**config.mk**
```make
export PLATFORM = sky130hd
export DESIGN_NAME = bht_ram
export DESIGN_NICKNAME = d
export VERILOG_FILES = /design/src/hdl/bht_ram.sv
export SDC_FILE = /design/constraint.sdc
export NUM_CORES = 1
export LEC_CHECK = 0
export BUFFER_PORTS_ARGS = -buffer_cell sky130_fd_sc_hd__buf_2
export CORE_MARGIN = 4
export CORE_UTILIZATION = 42
export CTS_CLUSTER_DIAMETER = 200
export CTS_CLUSTER_SIZE = 10
export DETAILED_ROUTE_END_ITERATION = 8
export GPL_ROUTABILITY_DRIVEN = 0
export HOLD_SLACK_MARGIN = 0.15
export MAX_ROUTING_LAYER = met4
export PLACE_DENSITY = 0.69
export SLEW_MARGIN = 5
export SYNTH_ARGS = -nofsm -noshare
export SYNTH_HDL_FRONTEND = slang
export SYNTH_SLANG_ARGS = --single-unit
```
**constraint.sdc**
```tcl
create_clock -name aclk -period 3.6 [get_ports aclk]
set_clock_uncertainty 0.05 [all_clocks]
set_input_delay 0.36 -clock aclk [delete_from_list [all_inputs] [get_ports aclk]]
set_output_delay 0.36 -clock aclk [all_outputs]
set_load 0.01 [all_outputs]
```
**src/hdl/bht_ram.sv**
```systemverilog
// Generic simple dual-port RAM with registered read.
module bht_ram #(
    parameter int WIDTH = 8,
    parameter int DEPTH = 16,
    parameter int AW    = (DEPTH > 1) ? $clog2(DEPTH) : 1
) (
    input  logic             aclk,
    input  logic             we,
    input  logic [AW-1:0]    waddr,
    input  logic [WIDTH-1:0] wdata,
    input  logic             re,
    input  logic [AW-1:0]    raddr,
    output logic [WIDTH-1:0] rdata
);

    logic [WIDTH-1:0] mem [DEPTH];
    logic [WIDTH-1:0] rdata_reg;

    always_ff @(posedge aclk) begin
        if (we) begin
            mem[waddr] <= wdata;
        end
        if (re) begin
            rdata_reg <= mem[raddr];
        end
    end

    assign rdata = rdata_reg;

endmodule

```
### After elaboration in Yosys (flattened, before gate mapping)

Memories as Yosys holds them, arrays and structs flattened. A register that Yosys moved wholly into a read port is not among the register bits.
Index checks and enable logic that the tools add are counted.

* flip-flop bits (word level): 0
* bits in writable memories: 128
* input bits: 19
* output and inout bits: 8
* logic and storage cells: 3
* memories: 1

Memory list
* mem: words 16, bits a word 8, read ports 1, clocked after Yosys merged registers in 1, write ports 1, line 16 `logic [WIDTH-1:0] mem [DEPTH];`

* multiplexer cells: 2

Operators by type and width (count)
* $mux W1: 2

### Depth between registers and ports, before layout

* word-level depth: 2
* depth in mapped cells: 5
* depth with buffers taken out: 3

### Least setup slack after synthesis

No wires, ideal clock.

* path kind: input-to-reg
* start: in waddr[2]
* end: mem mem[0][0], enable pin
* library setup time: 383 ps
* data arrival time: 1470 ps
* data required time: 3167 ps
* setup slack: 1697 ps
* stages: 2
* buffers on the path: 0
* cell sequence: or3b_2 > nor3_1

RTL lines
* from (decl): line 9 `input logic [AW-1:0] waddr,`
* to (decl): line 16

Straight into the memory's write port.

==> qor.txt <==
Clk_lat worst skew - 0.41 ns
Clock sink count - 136
Via/cell ratio - 5.43
Routed Antenna Nets - 0
Max stage delay on crit path - 0.59 ns
Critical path buffer and inverter count - 1
Area growth, synth to finish - 16.3%
Crit path required time - 3.69 ns
Largest net degree at the start of global routing - 33
Root Buffer - clkbuf_16
WL per Instance - 22.8 um
Min cycle time layout - 1.71 ns
Drt drc - 0
Starting density of the core - 43.2%
Row Count - 40
Max-slew violations - 0
Crit path capture type - flop
Final setup TNS - 0 ns
Final worst-path cycle share - 47.5%
Slowest library cell on the worst path - buf_2
Max clock buf depth - 2
#FFs+latches synth - 136
Syn Nets - 248
Mux cell area share after synthesis - 14.8%
Peak Freq - 585 MHz
Die area - 14,300 um^2
Largest register FFs - 128
Unrepaired setup endpoints after global routing - false
R2R setup slack - 1.99 ns
Hold_buf cts - 0
N_diodes - 0
Post-synthesis cell area - 5230 um^2
Sequential-to-total area share from yosys stat - 78.1%
Crit-path cells - buf_2 > mux4_2 > a22oi_1 > nand2_1
Mapped Avg Cell Area - 22.8 um^2
Layout cells sized above 1 - 28.7%
Antenna violations before repair - 0
Mapped Cells - 229
Die span in y - 120 um
PwrDens - 583 nW/um^2
VDD IR max - 0.000249 V
Remaining Overflow, GRT - 0
H-tree depth - 4
First DRT Iteration DRCs - 181
Vias in the first global route - 2,549
Startpoint Class - primary input
Place WS - 1.48 ns
DR pass1 iterations - 4
Post-Synth Simple-Gate Area - 3.14%
WL final - 10,200 um
# nets final - 288
IO Pins - 27
Post-CTS setup repair buffer count - 0
Status - finished clean
Arr. time, crit path - 1.80 ns
Post-CTS sizing - 0
Post-Synth Adder-Cell Area - 0%
Via count - 2,442
Final HPWL DP - 6450 um
TritonCTS Buffers - 17
Largest family of logic cells by synthesized area - multiplexers
CP delay by family, top - buffers and inverters
Die W - 120 um
Netlist cell types - 18
Hold Crit Class - primary input to flop
Gr usage total - 15.7%
Final Hold Fails - 0
Yosys Warn Count - 0
Compound-Gate Fraction of Synth Area - 2.30%
CP Class - primary input to flop
TritonCTS clock tree - done
LEAKAGE - 1.99 nW
Least-Margin Pin Slew - 1.21 ns
Max_cap viols - 0
Worst setup margin - 1.89 ns
Slew HR - 19.2%
Post-synthesis xor/xnor area fraction - 0%
Crit path max fanout - 32
IO buf count - 26
First-pass GRT wire length - 15,700 um
Reg clk slew, reported paths - 0.06 ns
Setup violations, final - 0
Core area - 12,100 um^2
-- placed cells by master (no fill, tap or decap), types with 5 or more instances in the layout --
| cell | count |
|---|---|
| a22oi_1 | 16 |
| buf_2 | 26 |
| buf_4 | 5 |
| clkbuf_16 | 17 |
| clkinvlp_4 | 5 |
| edfxtp_1 | 136 |
| mux4_1 | 14 |
| mux4_2 | 18 |
| nand2_1 | 9 |
| nor2_1 | 13 |
-- synth_stat cells (all sizes together) --
cell,n,share of area [%]
edfxtp,136,78
mux4,32,15
a22oi,16,2.3
nor2,13,0.93
nand2,9,0.65
buf,7,1.1
nor3,4,0.38
clkdlybuf4s25,3,0.57
nand2b,2,0.24
nand3b,2,0.29
and2,1,0.12
and2b,1,0.14
nand3,1,0.096
nor2b,1,0.12
or3b,1,0.17
-- area by class of cell --
type	count	area, um^2
clock buffer	18	429
tap	168	210
multi-input combinational	83	1060
fill	967	6030
sequential	136	4080
clock inverter	14	125
timing repair buffer	31	168
-- cells by family after synthesis --
kind of cell / count (synthesis)
mux: 32
flops: 136
compound gates: 16
buf+inv: 10
simple gates: 35
-- metrics by stage --
stage	total power, mW	area (um^2)	util [%]	std cells	hold slack (ns)
after detailed placement	1.99	5520	45.6	418	0.684
after global routing	3.66	6080	50.2	450	0.272
final	3.55	6080	50.2	450	0.278
after floorplan	1.92	5230	-	229	0.409
after CTS	3.57	6080	50.2	450	0.266
after global placement	1.98	5520	45.6	418	0.670
-- worst paths after layout --
path,depth (start not counted),start,end
worst max-delay path,4,raddr[1],rdata[7]
worst min-delay path,1,wdata[3],mem[12][3]
worst min register to register,3,mem[14][1],rdata[1]
worst max register to register,3,mem[2][0],rdata[0]
-- power breakdown --
part	switching (mW)	internal (mW)	leakage, nW
combinational	0.0948	0.0634	0.500
clock	0.642	0.951	0.257
sequential	0.00966	1.78	1.24
-- layer usage --
layer  vias to the layer above  wire (um)  track usage [%]
li1                       1061          -                -
met1                      1275       4560             21.5
met2                        96       5070             23.8
met3                        10        544             3.91
met4                         0         77             4.22
met5                         -          0                -
Power figures use the tool's default switching activity.
