### config.mk
export PLATFORM = sky130hd
export DESIGN_NAME = bht_bucket_idx
export DESIGN_NICKNAME = d
export VERILOG_FILES = /design/src/hdl/bht_pkg.sv /design/src/hdl/bht_bucket_idx.sv
export SDC_FILE = /design/constraint.sdc
export NUM_CORES = 1
export LEC_CHECK = 0
export ABC_AREA = 1
export BUFFER_PORTS_ARGS = -buffer_cell sky130_fd_sc_hd__buf_2
export CORE_MARGIN = 2
export CORE_UTILIZATION = 34
export CTS_CLUSTER_DIAMETER = 100
export DETAILED_ROUTE_END_ITERATION = 12
export PLACE_DENSITY = 0.82
export SLEW_MARGIN = 40
export SYNTH_ARGS = -nofsm -noshare
export SYNTH_HDL_FRONTEND = slang
export SYNTH_SLANG_ARGS = --single-unit
### constraint.sdc
create_clock -name aclk -period 3.6 [get_ports aclk]
set_input_delay 0.72 -clock aclk [delete_from_list [all_inputs] [get_ports aclk]]
set_output_delay 0.72 -clock aclk [all_outputs]
set_load 0.02 [all_outputs]
### src/hdl/bht_pkg.sv
// Shared types and constants for the bucketed hash table.
package bht_pkg;

    localparam int BHT_BUCKET_COUNT = 1024;
    localparam int BHT_WAYS         = 4;

    localparam int KEY_W   = 64;
    localparam int MOVE_W  = 22;
    localparam int DATE_W  = 8;
    localparam int SCORE_W = 16;
    localparam int DEPTH_W = 8;
    localparam int TYPE_W  = 2;
    localparam int PLY_W   = 8;
    localparam int THR_W   = 15;
    localparam int ACT_W   = 2;

    localparam int IN_DATA_W  = 120;
    localparam int IN_USER_W  = 2;
    localparam int OUT_DATA_W = 48;
    localparam int OUT_USER_W = 2;

    localparam logic [THR_W-1:0]           MATE_THR_RESET = 15'd30000;
    localparam logic [TYPE_W-1:0]          BOUND_EXACT    = 2'd0;
    localparam logic signed [SCORE_W:0]    SCORE_MAX      = 17'sd32767;
    localparam logic signed [SCORE_W:0]    SCORE_MIN      = -17'sd32768;

    typedef enum logic [ACT_W-1:0] {
        ACT_STORE  = 2'd0,
        ACT_LOOKUP = 2'd1,
        ACT_DATE   = 2'd2,
        ACT_CLEAR  = 2'd3
    } action_t;

    typedef struct packed {
        logic [KEY_W-1:0]   key;
        logic [MOVE_W-1:0]  move;
        logic [DATE_W-1:0]  date;
        logic [SCORE_W-1:0] score;
        logic [DEPTH_W-1:0] depth;
        logic [TYPE_W-1:0]  btype;
    } entry_t;

    localparam int ENTRY_W = $bits(entry_t);
    localparam int RANK_W  = DEPTH_W + DATE_W;

    typedef struct packed {
        logic              key_eq;
        logic              empty;
        logic              keep_ok;
        logic              better;
        logic [RANK_W-1:0] rank;
    } way_eval_t;

endpackage

### src/hdl/bht_bucket_idx.sv
// Bucket index unit: key remainder by bucket count, scaled to a base address.
module bht_bucket_idx #(
    parameter int BUCKET_COUNT = bht_pkg::BHT_BUCKET_COUNT,
    parameter int WAYS         = bht_pkg::BHT_WAYS,
    parameter int ADDR_W       = $clog2(BUCKET_COUNT * WAYS)
) (
    input  logic                      aclk,
    input  logic                      aresetn,
    input  logic                      start,
    input  logic [bht_pkg::KEY_W-1:0] key,
    output logic                      done,
    output logic [ADDR_W-1:0]         base
);
    import bht_pkg::*;

    localparam int   BKT_W    = $clog2(BUCKET_COUNT);
    localparam int   DIG_W    = 4;
    localparam int   DIG_IX_W = $clog2(DIG_W);
    localparam int   STEPS    = KEY_W / DIG_W;
    localparam int   STEP_W   = $clog2(STEPS);
    localparam int   ACC_W    = BKT_W + 3;
    localparam logic IS_POW2  = ((BUCKET_COUNT & (BUCKET_COUNT - 1)) == 0);

    localparam logic [ACC_W-1:0] BKT_X1 = ACC_W'(BUCKET_COUNT);
    localparam logic [ACC_W-1:0] BKT_X2 = ACC_W'(2 * BUCKET_COUNT);
    localparam logic [ACC_W-1:0] BKT_X3 = ACC_W'(3 * BUCKET_COUNT);
    localparam logic [ACC_W-1:0] BKT_X4 = ACC_W'(4 * BUCKET_COUNT);

    typedef logic [KEY_W-1:0][BKT_W-1:0] pow_tab_t;

    // residue of each key bit weight, two to the power i, by the bucket count
    function automatic pow_tab_t build_pow_tab();
        pow_tab_t tab;
        longint   r;
        r = 1;
        for (int i = 0; i < KEY_W; i++) begin
            tab[i] = BKT_W'(r);
            r = 2 * r;
            if (r >= longint'(BUCKET_COUNT)) begin
                r = r - longint'(BUCKET_COUNT);
            end
        end
        return tab;
    endfunction

    localparam pow_tab_t POW_TAB = build_pow_tab();

    logic              busy_reg;
    logic              done_reg;
    logic [STEP_W-1:0] cnt_reg;
    logic [KEY_W-1:0]  key_sh_reg;
    logic [BKT_W-1:0]  rem_reg;
    logic [BKT_W-1:0]  rem_next;
    logic [ADDR_W-1:0] base_reg;
    logic [ACC_W-1:0]  sum;
    logic [ACC_W-1:0]  red;
    logic [BKT_W-1:0]  bucket;
    logic [ADDR_W-1:0] prod;
    logic              finish;

    always_comb begin
        sum = ACC_W'(rem_reg);
        for (int b = 0; b < DIG_W; b++) begin
            if (key_sh_reg[b]) begin
                sum = sum + ACC_W'(POW_TAB[{cnt_reg, DIG_IX_W'(b)}]);
            end
        end
    end

    always_comb begin
        priority if (sum >= BKT_X4) begin
            red = sum - BKT_X4;
        end else if (sum >= BKT_X3) begin
            red = sum - BKT_X3;
        end else if (sum >= BKT_X2) begin
            red = sum - BKT_X2;
        end else if (sum >= BKT_X1) begin
            red = sum - BKT_X1;
        end else begin
            red = sum;
        end
    end

    assign rem_next = red[BKT_W-1:0];
    assign bucket   = IS_POW2 ? key_sh_reg[BKT_W-1:0] : rem_next;
    assign prod     = ADDR_W'(bucket) * ADDR_W'(WAYS);
    assign finish   = busy_reg && (IS_POW2 || (cnt_reg == STEP_W'(STEPS - 1)));

    always_ff @(posedge aclk) begin
        if (!aresetn) begin
            busy_reg <= 1'b0;
            done_reg <= 1'b0;
            cnt_reg  <= '0;
        end else begin
            done_reg <= 1'b0;
            if (start) begin
                busy_reg   <= 1'b1;
                cnt_reg    <= '0;
                rem_reg    <= '0;
                key_sh_reg <= key;
            end else if (finish) begin
                busy_reg <= 1'b0;
                done_reg <= 1'b1;
                base_reg <= prod;
            end else if (busy_reg) begin
                cnt_reg    <= cnt_reg + STEP_W'(1);
                rem_reg    <= rem_next;
                key_sh_reg <= {{DIG_W{1'b0}}, key_sh_reg[KEY_W-1:DIG_W]};
            end
        end
    end

    assign done = done_reg;
    assign base = base_reg;

endmodule

After elaboration in Yosys (flattened, before gate mapping):

Index checks and enable logic that the tools add are counted.

* muxes and demuxes: 2
* bitwise logic cells: 2
* reductions and logical operators: 3

Operator list (count)
* $reduce_and A3 Y1: 1
* $mux W1: 2
* $not A1 Y1: 2
* $reduce_and A2 Y1: 1
* $reduce_or A2 Y1: 1

* register bits after elaboration: 22
* word-level logic and storage cells: 11

Longest topological paths before layout:

* depth in word-level cells: 2
* gate-level depth with buffers: 2
* depth with buffers taken out: 2

Worst setup path after synthesis:

Ideal clock, no wire load.

* path kind: in2reg
* from: input aresetn
* to: register base_reg[10] (netlist: base[10]) (enable)
* setup time: 0.377 ns
* arrival: 1.221 ns
* required time: 3.223 ns
* path slack: 2.003 ns
* cell stages on the path: 2
* buffers on the path: 0
* cells stage by stage: nand2_1 -> nor2_1

* word-level cells in the longest chain between the ends: 1

RTL lines
* from (decl): RTL line bht_bucket_idx.sv:8 `input logic aresetn,`
* $reduce_and A3 Y1 (no source line)
* to (signal assigned): RTL line bht_bucket_idx.sv:104 `base_reg <= prod;`
* to (decl): RTL line bht_bucket_idx.sv:54 `logic [ADDR_W-1:0] base_reg;`

Every way passes these cells.
A chain may end at the register's enable or synchronous reset.

Worst setup path in the final report:

* from: register base_reg[8] (netlist: base[8])
* to: output base[8]

RTL lines
* to (decl): RTL line bht_bucket_idx.sv:12 `output logic [ADDR_W-1:0] base`

No word-level cell between the ends.

==> impl_results.md <==
- Count leader, synth: edfxtp_1
- Row count: 16
- Pwr Density: 488.8 mW/mm^2
- CTS H-tree depth: 1
- Clock power share: 0.261
- Area of the multi-input gates: 22.52 sq um
- HP Start: key_sh_reg[7]
- ANT cells: 0
- CTS clk-pin slew, worst paths: 0.11 ns
- Clk sink count: 22
- Outcome: finished, final reports clean
- Top-area cell type share of the netlist area: 0.8807
- Resized Gates After CTS: 0
- Die Wd: 48.79 microns
- Synth-to-Final Area Change: 24.04%
- #FFs+latches synth: 22
- Hold EP: base[9]
- Crit path arrival time: 0.84 ns
- CTS tree: built
- Setup TNS: 0 ns
- Ys flop type: edfxtp_1
- DIE AREA: 0.002380 sq mm
- Cells after Synth: 31
- Asr flop ratio synth: 0
- # fillers: 196
- Reg2reg setup slack: 2.27 ns
- Sw frac: 0.1831
- Die Span Y: 48.79 microns
- Drt wl/cell: 9.857 microns
- Crit-path max FO: 1
- Ys Warns: 0
- Critical-path cell list: buf_2
- 1st-iter DRT viols: 2
- Worst path bufs/invs: 1
- Pint: 0.3377 mW
- Detail Placement HPWL: 653 microns
- Sequential share of power: 0.705
- Worst Max-Slew Pin Slew: 0.7848 ns
- Vias in the first global route: 302
- Hold crit path type: register to register
- Mapped cell area: 681.9 sq um
- Leakage power: 0.3380 nW
- Unrepaired setup endpoints after global routing: false
- Reg2reg end: base[4]
- CP Launch Type: register
- Slowest CP cell: edfxtp_1
- Largest net degree at the start of global routing: 13
- WL final: 828 microns
- CP required: 2.88 ns
- Initial antenna violation count: 0
- Number of flops mapped to enable cells by yosys: 20
- Max-cap viol count: 0
- Setup violators final: 0
- Yosys top cell by area: edfxtp_1
- Hold-fix buffers, CTS: 0
- First-pass DRT Iterations: 3
- Register area: 640.6 sq um
- Final hold viol count: 0
- GPL Wtd Cong: 0.6291
- Ranking of synthesized cells by area: edfxtp_1 88%, dfxtp_1 5.9%, buf_4 2.2%
- Core ar.: 0.001922 sq mm
- Slowest stage delay, CP: 0.39 ns
- Vias/cell: 3.667
- Root buf cell: clkbuf_4
- Fin crit share: 0.4345
- Total I/O pin count: 80
- I/O Buffers: 23
- Hold Path Depth: 0
- Via Count: 308
- DRC: 0
- Normalized max-slew margin: 0.4749
- Final worst slack: 2.036 ns
- First-pass GRT wire length: 1414 microns
- TritonCTS Buffers: 3
- CP endpoint kind: output pin
- Starting Density: 0.3548
- Share of cells above drive strength 1: 0.4561
- Pins over their slew limit: 0
- Syn_area_per_cell: 22.00 sq um
- Post-Place Setup Slack: 1.727 ns
- Final ANT Viol Nets: 0
- Grt ovf: 0
- Worst path top cell family by delay: flip-flops
- Maximum vdd ir drop: 0.2087 mV
- P_sw: 0.07568 mW
- R2r startpoint: busy_reg
- Clk_lat worst skew: 0.29 ns
- Comb pwr share: 0.034
- Post-layout min period: 1.564 ns
- Layout Nets: 125
- Reg2Reg Depth: 2
- Synth unique cells: 7
- GRT Overall Usage: 0.08083
- Seq/Total Area, Yosys: 0.9394
- Clk buf depth: 2
- Highest clock rate: 0.6392 GHz
- Worst Clk Skew: 0.007189 ns
- Type of the worst setup path: register to output pin
- Post-CTS Setup Inserts: 0
## cell type report
type / instances / share of cell area
Inverter: 2 / 0.008876
Timing Repair Buffer: 23 / 0.1361
Tap cell: 27 / 0.03994
Multi-Input combinational cell: 6 / 0.02663
Sequential cell: 22 / 0.7574
Clock buffer: 4 / 0.03107
## worst max-delay path by stage
| stage | cells after the start | start | slack [ns] | endpoint |
|---|---|---|---|---|
| CTS | 1 | base[8] | 2.01 | base[8] |
| finish | 1 | base[8] | 2.04 | base[8] |
| global placement | 3 | aresetn | 1.80 | base[2] |
| detailed placement | 3 | aresetn | 1.73 | base[11] |
| global route | 1 | base[8] | 1.99 | base[8] |
| floorplan | 2 | aresetn | 2.00 | base[10] |
## cell usage in the layout, fill, tap and decap left out, drive strengths merged
master,instances
buf,23
edfxtp,20
clkbuf,4
nand2,2
inv,2
nor2,2
conb,2
dfxtp,2
## per-layer routing
metal	track usage	vias up	part of all wire
met4	0.05714	0	0.0072
met5	0	-	0
met1	0.1040	132	0.44
met2	0.1142	16	0.45
li1	-	158	-
met3	0.02761	2	0.10
## power by group through the flow
stage          combinational, mW  clock, mW  sequential, mW
5_1_grt                   0.0159      0.124           0.292
3_5_place_dp              0.0145          0           0.297
6_report                  0.0142      0.108           0.291
2_1_floorplan            0.00679          0           0.297
4_1_cts                   0.0145      0.113           0.292
3_3_place_gp              0.0136          0           0.297
## cells by family after synthesis
kind of cell,after synthesis,share of synthesized area
buffers and inverters,4,0.03303
flip-flops,22,0.9395
other,1,0.005499
AND/OR/NAND/NOR,4,0.02203
## per-stage QoR
stage | cell area, sq um | hold slack, ns | cells | total power [mW] | utilization
floorplan | 685.7 | 0.4003 | 32 | 0.3042 | -
global placement | 819.5 | 0.4006 | 80 | 0.3101 | 0.4264
detailed placement | 819.5 | 0.4052 | 80 | 0.3119 | 0.4264
CTS | 845.8 | 0.4277 | 84 | 0.4190 | 0.4401
global route | 845.8 | 0.4349 | 84 | 0.4323 | 0.4401
finish | 845.8 | 0.4228 | 84 | 0.4134 | 0.4401
No activity file was read; power rests on OpenSTA's default activity.
