## src/hdl/bht_pkg.sv

```systemverilog
// Shared types and constants for the bucketed hash table.
package bht_pkg;

    localparam int BHT_BUCKET_COUNT = 1024;
    localparam int BHT_WAYS         = 4;

    localparam int KEY_W   = 64;
    localparam int MOVE_W  = 22;
    localparam int DATE_W  = 8;
    localparam int SCORE_W = 16;
    localparam int DEPTH_W = 8;
    localparam int TYPE_W  = 2;
    localparam int PLY_W   = 8;
    localparam int THR_W   = 15;
    localparam int ACT_W   = 2;

    localparam int IN_DATA_W  = 120;
    localparam int IN_USER_W  = 2;
    localparam int OUT_DATA_W = 48;
    localparam int OUT_USER_W = 2;

    localparam logic [THR_W-1:0]           MATE_THR_RESET = 15'd30000;
    localparam logic [TYPE_W-1:0]          BOUND_EXACT    = 2'd0;
    localparam logic signed [SCORE_W:0]    SCORE_MAX      = 17'sd32767;
    localparam logic signed [SCORE_W:0]    SCORE_MIN      = -17'sd32768;

    typedef enum logic [ACT_W-1:0] {
        ACT_STORE  = 2'd0,
        ACT_LOOKUP = 2'd1,
        ACT_DATE   = 2'd2,
        ACT_CLEAR  = 2'd3
    } action_t;

    typedef struct packed {
        logic [KEY_W-1:0]   key;
        logic [MOVE_W-1:0]  move;
        logic [DATE_W-1:0]  date;
        logic [SCORE_W-1:0] score;
        logic [DEPTH_W-1:0] depth;
        logic [TYPE_W-1:0]  btype;
    } entry_t;

    localparam int ENTRY_W = $bits(entry_t);
    localparam int RANK_W  = DEPTH_W + DATE_W;

    typedef struct packed {
        logic              key_eq;
        logic              empty;
        logic              keep_ok;
        logic              better;
        logic [RANK_W-1:0] rank;
    } way_eval_t;

endpackage

```

## src/hdl/bht_way_eval.sv

```systemverilog
// Way evaluation unit: key match, empty test, keep rule and replacement rank.
module bht_way_eval (
    input  bht_pkg::entry_t             entry,
    input  logic [bht_pkg::KEY_W-1:0]   key,
    input  logic [bht_pkg::DEPTH_W-1:0] depth,
    input  logic [bht_pkg::DATE_W-1:0]  date,
    input  logic [bht_pkg::RANK_W:0]    best,
    output bht_pkg::way_eval_t          res
);
    import bht_pkg::*;

    logic [DATE_W-1:0] age;

    assign age         = date - entry.date;
    assign res.key_eq  = (entry.key == key);
    assign res.empty   = (entry.key == '0);
    assign res.keep_ok = (depth >= entry.depth) || (entry.date != date);
    assign res.rank    = {entry.depth, ~age};
    assign res.better  = ({1'b0, res.rank} < best);

endmodule

```

## config.mk

```make
export PLATFORM = sky130hd
export DESIGN_NAME = bht_way_eval
export DESIGN_NICKNAME = d
export VERILOG_FILES = /design/src/hdl/bht_pkg.sv /design/src/hdl/bht_way_eval.sv
export SDC_FILE = /design/constraint.sdc
export NUM_CORES = 1
export LEC_CHECK = 0
export ABC_AREA = 1
export ABC_CLOCK_PERIOD_IN_PS = 2500
export BUFFER_PORTS_ARGS = -buffer_cell sky130_fd_sc_hd__buf_2
export CAP_MARGIN = 10
export CORE_AREA = 2 2 93 95
export DETAILED_ROUTE_END_ITERATION = 10
export DIE_AREA = 0 0 95 97
export PLACE_DENSITY = 0.73
export SYNTH_ARGS = -nofsm -noshare
export SYNTH_HDL_FRONTEND = slang
export SYNTH_SLANG_ARGS = --single-unit
```

## constraint.sdc

```tcl
create_clock -name vclk -period 2.5
set_input_delay 0.25 -clock vclk [all_inputs]
set_output_delay 0.25 -clock vclk [all_outputs]
set_load 0.1 [all_outputs]
```

== After elaboration in Yosys (flattened, before gate mapping) ==
Index checks and enable logic that the tools add are counted.

* Input bits: 217
* Memory bits (writable): 0
* Bits in latches: 0
* Word-level logic and storage cells: 8
* Memory bits (read-only): 0
* Bits in registers: 0
* Memories: 0

* Divide/modulo/power cells: 0
* Equality and inequality tests: 2
* Multiplexer cells: 0
* $add $sub $neg: 1
* Reductions and logical operators: 2
* Shift-type cells: 0
* Bitwise operators: 1
* Multipliers: 0
* $lt $le $gt $ge: 2

{| class="wikitable"
|+ Operator list
! cell !! count
|-
| == test 64 bit || 1
|-
| logical NOT 64 bit || 1
|-
| < comparator 16 x 17 -> 1 bit || 1
|-
| >= comparator 8 bit || 1
|-
| inequality test 8 bit || 1
|-
| inverter 8 bit || 1
|-
| subtractor 8 bit || 1
|-
| logical OR 1 bit || 1
|}

== Logic depth before layout (Yosys ltp) ==
Gate-level depths: netlist of run 1.

* Depth in word-level cells: 3
* Gate-level depth with buffers: 14

== Worst setup path after synthesis of run 1 ==
No wires, ideal clock.

* Path kind: input -> output
* Start: input entry[29] (netlist bit)
* End: output res[16] (netlist bit)
* Path buffers: 0
* Cell stages on the path: 11
* Data required time: 2.250 ns
* Slack: -2.325 ns
* Data arrival time: 4.575 ns
* Cell sequence: inv_1 ha_1 a21oi_1 o21ai_2 xnor2_1 ha_1 a21oi_1 o21ai_0 nand2_1 a21boi_0 nor2_1

{| class="wikitable"
|+ RTL lines
! what !! RTL line !! RTL
|-
| start, declared || bht_way_eval.sv:3 || <nowiki>input bht_pkg::entry_t entry,</nowiki>
|-
| end, declared || bht_way_eval.sv:8 || <nowiki>output bht_pkg::way_eval_t res</nowiki>
|}

==> flow_results.org, run 1 <==
** Outcome
- The run finished, with violations left.
- Failing checks :: setup timing

** Floorplan
- I/O pin count :: 237
- From bottom edge to top edge, the die measures 97 um.
- The initial utilization of the core area, before any placement, comes to 0.271.
- Overall die width :: 95 um
- The core region is 8130 um2.
- After floorplanning, the core was divided into 33 placement rows.
- The floorplan step defined a die boundary enclosing 9220 um2.

** Setup path
- STA classifies the critical path startpoint as an input port.
- In this run the worst setup path begins at date[0].
- The worst setup path is of the in2out kind.
- Along the worst path, the maximum fanout reaches 2.
- Data arrival time of the critical path :: 2.43 ns
- Required time of the worst setup path :: 2.25 ns
- Nature of the critical path endpoint :: primary output

** Yosys
- Of the total synthesized cell area, the portion taken by AND, OR, NAND and NOR gates is 0.393.
- Of the total synthesized cell area, the portion taken by full adders, half adders and majority gates is 0.179.
- The share of the synthesized area in compound gates (AO/OA/AOI/OAI) came to 0.0613.
- Multiplexer area fraction after synthesis :: 0
- Number of library cell types mapped by synthesis :: 22
- Cell count after synthesis :: 412
- After synthesis, the mean cell area works out to 5.35 um2.
- Of the synthesized area, sequential elements account for 0.
- Synth Warn # :: 0
- Dominant combinational cell family by area after synthesis :: simple AND/OR/NAND/NOR gates
- Total nets after synthesis :: 660
- The mapped netlist covers 2210 um2.
- Xor-xnor portion of the synthesized cell area :: 0.187

** Power and ir drop
- The internal power of the cells totals 412 uW.
- The share of total power dissipated in the clock network is 0.
- The share of total power dissipated in combinational logic is 1.000.
- For this design the ratio of total power to cell area is 265 nW/um2.
- Summed over all nets, the switching power comes to 600 uW.
- The share of total power dissipated in sequential elements is 0.
- The analysis attributes to cell leakage a power of 0.00224 uW.
- Of the total power, the share spent switching nets is 0.593.
- The worst-case IR drop observed on VDD is 136 uV.

** Placed design
- Routability-driven placement finished with a final weighted congestion of 0.916.
- Including well taps, the total number of placed cells is 720.
- Buffers placed on the I/O ports in this run total 197.
- Final HPWL from detailed placement :: 7410 um
- The placed instances occupy a cell area of 3610 um2.

** STA
- Number of hold violations in the final report :: 0
- In the post-route analysis, the smallest setup slack over all paths is -0.184 ns.
- Shortest period the worst path allows :: 2.68 ns
- Period utilisation layout :: 1.07
- The number of max-slew violations in the final report was 0.
- For the pin with the worst max-slew slack, the measured transition is 0.529 ns.
- Setup violations remaining at the end of the flow were counted as 1.
- Fmax achieved :: 0.373 GHz
- Across all hold checks on the routed design, the worst slack comes to 0.899 ns.
- Setup repair after global routing could not meet its margin everywhere.
- Relative slew slack :: 0.646

** Detailed routing
- Final wirelength :: 8250 um
- Using the TritonRoute via totals, the vias-per-cell ratio works out to 4.33.
- Dividing the detail-routed wire length by the instance count gives 11.3 um.
- Vias :: 3,155
- After the first detailed-routing iteration, the DRC count stood at 35.
- In the routed design, unresolved DRC markers number 0.
- For this run, the detailed router's first-pass iteration total came to 4.
- The count of nets left with antenna violations once routing finished came out at 0.

** Global routing
- First-pass GRT wire length :: 12,600 um
- Entering global routing, the biggest net connects 5 pins.
- The number of global-route vias before repair was 3,046.
- After global routing the overflow that remains totals 0.
- The initial antenna violation count was 0.
- Global-route usage over all layers :: 0.164

** Finish
- Total non-filler cell area in the finished layout :: 3820 um2
- Across the whole layout, storage elements account for 0 um2.
- Excluding fillers, the count of instances in the completed layout stands at 728.
- 0 antenna diodes ended up in the layout.
- Layout sequential cell count :: 0
- In the layout the commonest cells are buf_2 (193), nand2_1 (144), inv_1 (87), xnor2_1 (41), nor2_1 (39).
- The library cell used most frequently in the layout, excluding fill and tap cells, is buf_2.
- Clock buffers :: 0
- Once layout is complete, the utilization of the core stands at 0.469.
- Layout area overhead :: 73.1%
- In the final layout, the share of cells above drive strength 1 is 0.411.
- Counting the fill cells in the layout gives 826.
- In the final design database the tool counted 873 nets.

** Flow run
- The tool flagged a number of max-cap violations equal to 0.

** Hold path
- Type of the most critical hold path :: in2out
- The startpoint identified for the worst hold timing path is entry[6].

** Clocking
- Hold Buf Count CTS :: 0
[synth_stat cells (all sizes together)]
library cell	n	share of area
xnor2	43	0.17
nand2	149	0.25
o21ai	4	0.012
nor2	40	0.068
o21bai	2	0.0068
inv	90	0.15
o21a	1	0.0034
nand3	6	0.018
a21boi	2	0.0068
fa	1	0.0091
nor4	12	0.034
xor2	4	0.016
a21oi	10	0.023
nand4	3	0.0085
a21o	1	0.0034
nor3	3	0.0068
buf	8	0.027
a31oi	2	0.0057
nor3b	1	0.0034
ha	30	0.17
[what timing repair did]
action | in CTS | in global routing
setup endpoints to repair | 1 | 1
setup buffers | 2 | 6
gates cloned | 0 | 0
pin swaps | 12 | 17
resized for setup | 15 | 13
[logic make-up after synthesis]
| group | after synthesis |
|---|---|
| AO/OA/AOI/OAI | 22 |
| AND/OR/NAND/NOR | 214 |
| XOR/XNOR | 47 |
| buffers and inverters | 98 |
| adder cells (fa/ha/maj) | 31 |
[worst max-delay path, cell delays in order]
cell and delay (ns):
buf_8 0.07, inv_4 0.03, ha_4 0.15, fa_2 0.36, o21ai_4 0.19, a31oi_4 0.12
inv_2 0.09, nand2_4 0.07, nand2_8 0.06, ha_4 0.20, a21oi_2 0.13, nor2_1 0.07
nor3_2 0.23, a21boi_2 0.10, nor2_4 0.12, buf_12 0.18
[power groups by stage]
stage,Sequential [uW],Clock [uW],Combinational [uW]
CTS,0,0,965
global route,0,0,1100
global placement,0,0,912
floorplan,0,0,624
detailed placement,0,0,932
finish,0,0,1010
[cell type report]
cell class         count  area [um2]  share of cell area
inverters             90         348              0.0911
well taps            105         131              0.0344
repair buffers       219        1200               0.316
multi-input cells    314        2130               0.559
[stage by stage]
stage          setup slack, ns  power, uW  setup TNS, ns
2_1_floorplan           -0.596        624         -0.596
3_3_place_gp            -0.334        912         -0.334
3_5_place_dp            -0.392        932         -0.392
4_1_cts                 -0.221        965         -0.221
5_1_grt                 -0.281       1100         -0.281
6_report                -0.184       1010         -0.184
[routing by layer]
metal | track usage | vias to the layer above | wire length (um)
met5 | 0 | - | 0
met4 | 0.0223 | 0 | 161
met3 | 0.0187 | 16 | 561
met2 | 0.332 | 118 | 4490
met1 | 0.181 | 1359 | 3040
li1 | - | 1662 | -
[final timing paths]
check	endpoint	cells after the start	slack [ns]
setup / recovery	res[16]	16	-0.18
hold / removal	res[12]	2	0.90
(Power assumes the default switching activity.)
==> run 2: changes to the inputs <==
Settings changed: PLACE_DENSITY 0.73 to 0.72.
==> flow_results.org, run 2 (synthesis results as in run 1) <==
** Power and ir drop
- Dividing total power by cell area gives a power density of 265 nW/um2.
- Worst ir drop on vdd :: 173 uV
- For this design the static power due to leakage is 0.00225 uW.

** Detailed routing
- Vias :: 3,141
- Detail Route met3 WL :: 493 um
- For this block, the initial DRC count from the detailed router was 68.
- DRC errors left :: 0
- Met2 Wirelength :: 4310 um
- Dividing the detail-routed via count by the number of cells gives 4.32.
- Router iterations before antenna repair :: 4
- Final routed wire length divided by cell count :: 11.3 um
- Detailed-route wire length on metal 1 :: 3220 um
- Summed over all layers, the routed wires come to 8210 um.
- Max Used Layer :: met4
- Final ANT Viol Nets :: 0

** Setup path
- Crit-path max FO :: 2
- At the worst endpoint, the required time is 2.25 ns.
- Nature of the critical path endpoint :: primary output
- Traced cell by cell, the critical path runs through buf_8, inv_4, ha_4, fa_2, o21ai_4, a31oi_4, inv_1, nand2_2, nand2_8, ha_4, a21oi_2, nor2_1, nor3_2, a21boi_2, nor2_4, buf_12.
- STA classifies the critical path startpoint as an input port.
- Among all stages on the critical path, the largest delay is contributed by fa_2.
- The worst setup path is of the in2out kind.
- Crit path top cell by count :: ha_4
- Data on the critical path arrives at its endpoint at 2.32 ns.
- Crit path largest cell delay :: 0.37 ns

** Global routing
- Largest net degree at the start of global routing :: 6
- Global-route usage over all layers :: 0.162
- Initial antenna violation count :: 0
- The number of global-route vias before repair is 2,961.
- First-pass GRT wire length :: 12,400 um
- Grt ovf :: 0

** Finish
- Layout area overhead :: 74.8%
- Fraction of final layout cells with drive strength greater than 1 :: 0.418
- Clock buffers :: 0
- Most common library cell in the layout ignoring fill and taps :: buf_2
- In the finished design the tool counted flip-flops and latches totalling 0.
- Post-route insts no fill :: 727
- Measured on the finished design, the core utilization comes to 0.474.
- The repair_antennas step left the layout with diodes totalling 0.
- Most frequent cells in the layout :: buf_2 (192), nand2_1 (142), inv_1 (86), xnor2_1 (41), nor2_1 (38)
- In the final design database the tool counted 872 nets.
- Total area of sequential cells :: 0 um2

** Placed design
- Including well taps, the total number of placed cells is 723.
- The count of buffers added on input and output ports is 197.
- Final HPWL from detailed placement :: 7350 um
- Routability-driven placement finished with a final weighted congestion of 0.859.

** STA
- Hold_ws :: 0.897 ns
- In the finished design, the share of the clock period the worst path needs comes to 1.03.
- Once routing completed, OpenROAD measured the worst setup slack at -0.0663 ns.
- For the pin with the worst max-slew slack, the measured transition is 0.510 ns.
- The number of failing hold endpoints at the final stage was 0.
- Setup violations remaining at the end of the flow were counted as 1.
- Subtracting the final worst setup slack from the clock period gives 2.57 ns.
- In the final timing run, aggregate negative setup slack is -0.0663 ns.
- Final max-slew violation count :: 0
- Derived from the worst setup path, the maximum achievable clock frequency is 0.390 GHz.
- The worst pin sits at a relative slew slack of 0.662.
- Setup repair after global routing could not meet its margin everywhere.

** Floorplan
- Die boundary height :: 97 um
- Placeable core area :: 8130 um2
- The floorplan step defined a die boundary enclosing 9220 um2.
- Pin placement for this block handled 237 I/O pins.
- Overall die width :: 95 um
- The initial utilization of the core area, before any placement, comes to 0.271.
- Site row count :: 33

** Outcome
- Failing checks :: setup timing
- The run finished, with violations left.

** Hold path
- In this run the worst hold path is classified as in2out.

** Clocking
- Hold repair after CTS inserted 0 buffers.

** Flow run
- Max-cap violations in this run came to 0.
-- run 2: per-layer routing --
metal | vias up | GRT usage
met2 | 119 | 0.317
met5 | - | 0
met4 | 0 | 0.0212
met3 | 16 | 0.00623
met1 | 1345 | 0.194
li1 | 1661 | -
-- run 2: path summary, 6_finish.rpt --
kind                  from  endpoint  slack (ns)  depth (start not counted)
setup / recovery   date[0]   res[16]       -0.07                         16
hold / removal    entry[5]   res[11]        0.90                          2
-- run 2: stage by stage --
step	instance area, um2	power [uW]	worst slack (ns)
after floorplan	2420	624	-0.596
after global placement	3630	915	-0.333
after detailed placement	3630	938	-0.413
after CTS	3690	958	-0.212
after global routing	3860	1110	-0.129
final	3860	1020	-0.0663
-- run 2: layout make-up --
cell class                      count  area (um2)
Inverter                           90         348
Multi-Input combinational cell    314        2170
Tap cell                          105         131
Timing Repair Buffer              218        1200
Fill cell                         818        4280
-- run 2: what timing repair did --
action                                 in CTS  in global routing
setup buffers                               1                  3
endpoints found under the hold margin       0                  0
pin swaps                                  10                 14
gates resized for setup                    11                 26
cloned                                      0                  0
setup endpoints to repair                   1                  1
-- run 2: report_power, final --
part / leakage, uW / switching (uW) / internal [uW]
clock network: 0 / 0 / 0
registers: 0 / 0 / 0
logic: 0.00225 / 606 / 416
-- run 2: critical path, delay by kind of cell --
family,cells,cell delay [ns]
adder cells (fa/ha/maj),3,0.72
buffers and inverters,4,0.35
AND/OR/NAND/NOR,5,0.49
AO/OA/AOI/OAI,4,0.50
==> run 3: changes to the inputs <==
--- a/config.mk
+++ b/config.mk
@@ -7,5 +7,4 @@
 export LEC_CHECK = 0
 export ABC_AREA = 1
-export ABC_CLOCK_PERIOD_IN_PS = 2500
 export BUFFER_PORTS_ARGS = -buffer_cell sky130_fd_sc_hd__buf_2
 export CAP_MARGIN = 10
@@ -14,4 +13,5 @@
 export DIE_AREA = 0 0 95 97
 export PLACE_DENSITY = 0.72
+export SLEW_MARGIN = 0
 export SYNTH_ARGS = -nofsm -noshare
 export SYNTH_HDL_FRONTEND = slang
==> constraint.sdc (replaced) <==
create_clock -name vclk -period 2.5
set_input_delay 0.25 -clock vclk [all_inputs]
set_output_delay 0.25 -clock vclk [all_outputs]
set_load 0.02 [all_outputs]
==> flow_results.org, run 3 (synthesis results as in run 1) <==
** Outcome
- Outcome :: finished, violations left
- The checks that failed: setup timing.

** Power and ir drop
- Of the total power, registers draw 0.
- Internal power comes to 340 uW.
- PwrDens :: 197 nW/um2
- Worst ir drop on vdd :: 81.2 uV
- Comb pwr share :: 1.000
- Sw Share :: 0.512
- Net switching power of the design :: 356 uW
- Part of the power in the clock network :: 0
- In this run the static leakage power is 0.00215 uW.

** Floorplan
- I/O pin count :: 237
- Overall die width :: 95 um
- The die covers 9220 um2.
- Initial Util :: 0.271
- The floorplan has 33 rows.
- Measured along the y axis, the die boundary spans 97 um.
- Placeable core area :: 8130 um2

** Global routing
- Vias in the first global route :: 2,946
- Entering global routing, the biggest net connects 6 pins.
- Initial antenna violation count :: 0
- First-pass GRT wire length :: 12,000 um
- After global routing the overflow that remains totals 0.
- Global-route usage over all layers :: 0.154

** Clocking
- Hold Buf Count CTS :: 0

** Finish
- The layout has 847 filler cells.
- Most frequent cells in the layout :: buf_2 (194), nand2_1 (146), inv_1 (89), xnor2_1 (42), nor2_1 (37)
- Relative to the synthesized area, the layout overhead comes to 60.3%.
- The repair_antennas step left the layout with diodes totalling 0.
- Leaving out fill and tap cells, the most frequent cell in the layout is buf_2.
- With fillers left out, the area of the finished cells amounts to 3540 um2.
- Summing all flip-flop and latch instances after layout gives 0 um2.
- In the finished design the tool counted flip-flops and latches totalling 0.
- Clock buffers :: 0
- Number of nets in the final layout :: 864
- In the final layout, the share of cells above drive strength 1 is 0.391.

** Setup path
- Required time of the worst setup path :: 2.25 ns
- The worst setup path is captured at a primary output.
- Type of the worst setup path :: in2out
- STA classifies the critical path startpoint as an input port.
- Crit-path max FO :: 3
- Data arrival time of the critical path :: 2.25 ns

** STA
- Relative slew slack :: 0.690
- For the finished layout, the period the worst path requires is 2.50 ns.
- Final Worst Setup Slack :: -0.00373 ns
- Derived from the worst setup path, the maximum achievable clock frequency is 0.399 GHz.
- Setup violations remaining at the end of the flow were counted as 1.
- The tightest hold path in the finished design has a slack of 0.754 ns.
- In the finished design, the share of the clock period the worst path needs comes to 1.00.
- Final max-slew violation count :: 0
- For the pin with the worst max-slew slack, the measured transition is 0.460 ns.
- Setup repair after global routing could not meet its margin everywhere.
- Number of hold violations in the final report :: 0

** Detailed routing
- The count of nets left with antenna violations once routing finished came out at 0.
- Dividing the detail-routed wire length by the instance count gives 10.8 um.
- After detailed routing, the number of remaining DRC violations is 0.
- Vias/cell :: 4.27
- Router iterations before antenna repair :: 4
- Final wirelength :: 7750 um
- Detailed Route Iter0 Violations :: 43
- The detailed router placed 3,067 vias in this run.

** Placed design
- Gp weighted congestion :: 0.930
- The HPWL after detailed placement is 6920 um.
- Placed standard-cell area :: 3340 um2
- Count of buffers from port buffering :: 197

** Hold path
- The startpoint identified for the worst hold timing path is entry[5].
- Type of the most critical hold path :: in2out
- The worst hold path was traced through 2 stages.
- Destination of the worst hold path :: res[11]

** Flow run
- The tool flagged a number of max-cap violations equal to 0.
## run 3: cell types whose count changed in the layout (fill, tap and decap cells not counted), moves of 3 or more
cell,change
buf_4,-6
nand2_1,+4
xor2_4,-3
nand2_4,-3
ha_4,-4
o21ai_2,+3
ha_1,+4
inv_1,+3
## run 3: routing by layer
metal | wire, um | up-vias | global-route usage
li1 | - | 1641 | -
met1 | 3050 | 1310 | 0.176
met2 | 4150 | 96 | 0.301
met3 | 371 | 20 | 0.0101
met4 | 189 | 0 | 0.0334
met5 | 0 | - | 0
## run 3: worst max-delay path, cell delays in order
cell and delay, ns:
buf_2 0.07, inv_1 0.03, ha_1 0.34, inv_1 0.17
o21bai_1 0.10, a31oi_2 0.18, inv_1 0.06, nand2_1 0.07
nand2_2 0.07, ha_4 0.24, a21oi_2 0.10, nor2_1 0.06
nor3_2 0.15, a21boi_2 0.09, nor2_2 0.13, buf_6 0.13
## run 3: worst max-delay path by stage
stage	slack [ns]	end	startpoint	cells past startpoint
2_1_floorplan	0.004	res[16]	date[0]	12
3_3_place_gp	-0.14	res[16]	entry[26]	14
3_5_place_dp	-0.19	res[16]	entry[26]	14
4_1_cts	-0.01	res[16]	date[0]	16
5_1_grt	-0.14	res[16]	entry[31]	16
6_report	-0.004	res[16]	entry[31]	16
## run 3: stage by stage
step | TNS (ns) | util | power (uW) | setup WS (ns) | instances
5_1_grt | -0.139 | 0.435 | 780 | -0.139 | 719
6_report | -0.00373 | 0.435 | 696 | -0.00373 | 719
4_1_cts | -0.0120 | 0.425 | 654 | -0.0120 | 718
3_5_place_dp | -0.187 | 0.410 | 617 | -0.187 | 714
3_3_place_gp | -0.142 | 0.410 | 601 | -0.142 | 714
2_1_floorplan | 0 | - | 347 | 0.00438 | 412
## run 3: final cells by class
cell class | instances | area, um2 | share of cell area
inverter | 90 | 340 | 0.0962
timing repair buffer | 210 | 1100 | 0.312
tap | 105 | 131 | 0.0372
multi-input combinational | 314 | 1960 | 0.555
## run 3: power groups by stage
stage	Clock [uW]	Sequential [uW]	Combinational, uW
detailed placement	0	0	617
floorplan	0	0	347
global placement	0	0	601
global route	0	0	780
finish	0	0	696
CTS	0	0	654
## run 3: timing repair
action,CTS,global route
setup endpoints to repair,1,1
pin swaps,14,14
gates resized for setup,17,14
buffers inserted,4,1
cloned,0,0
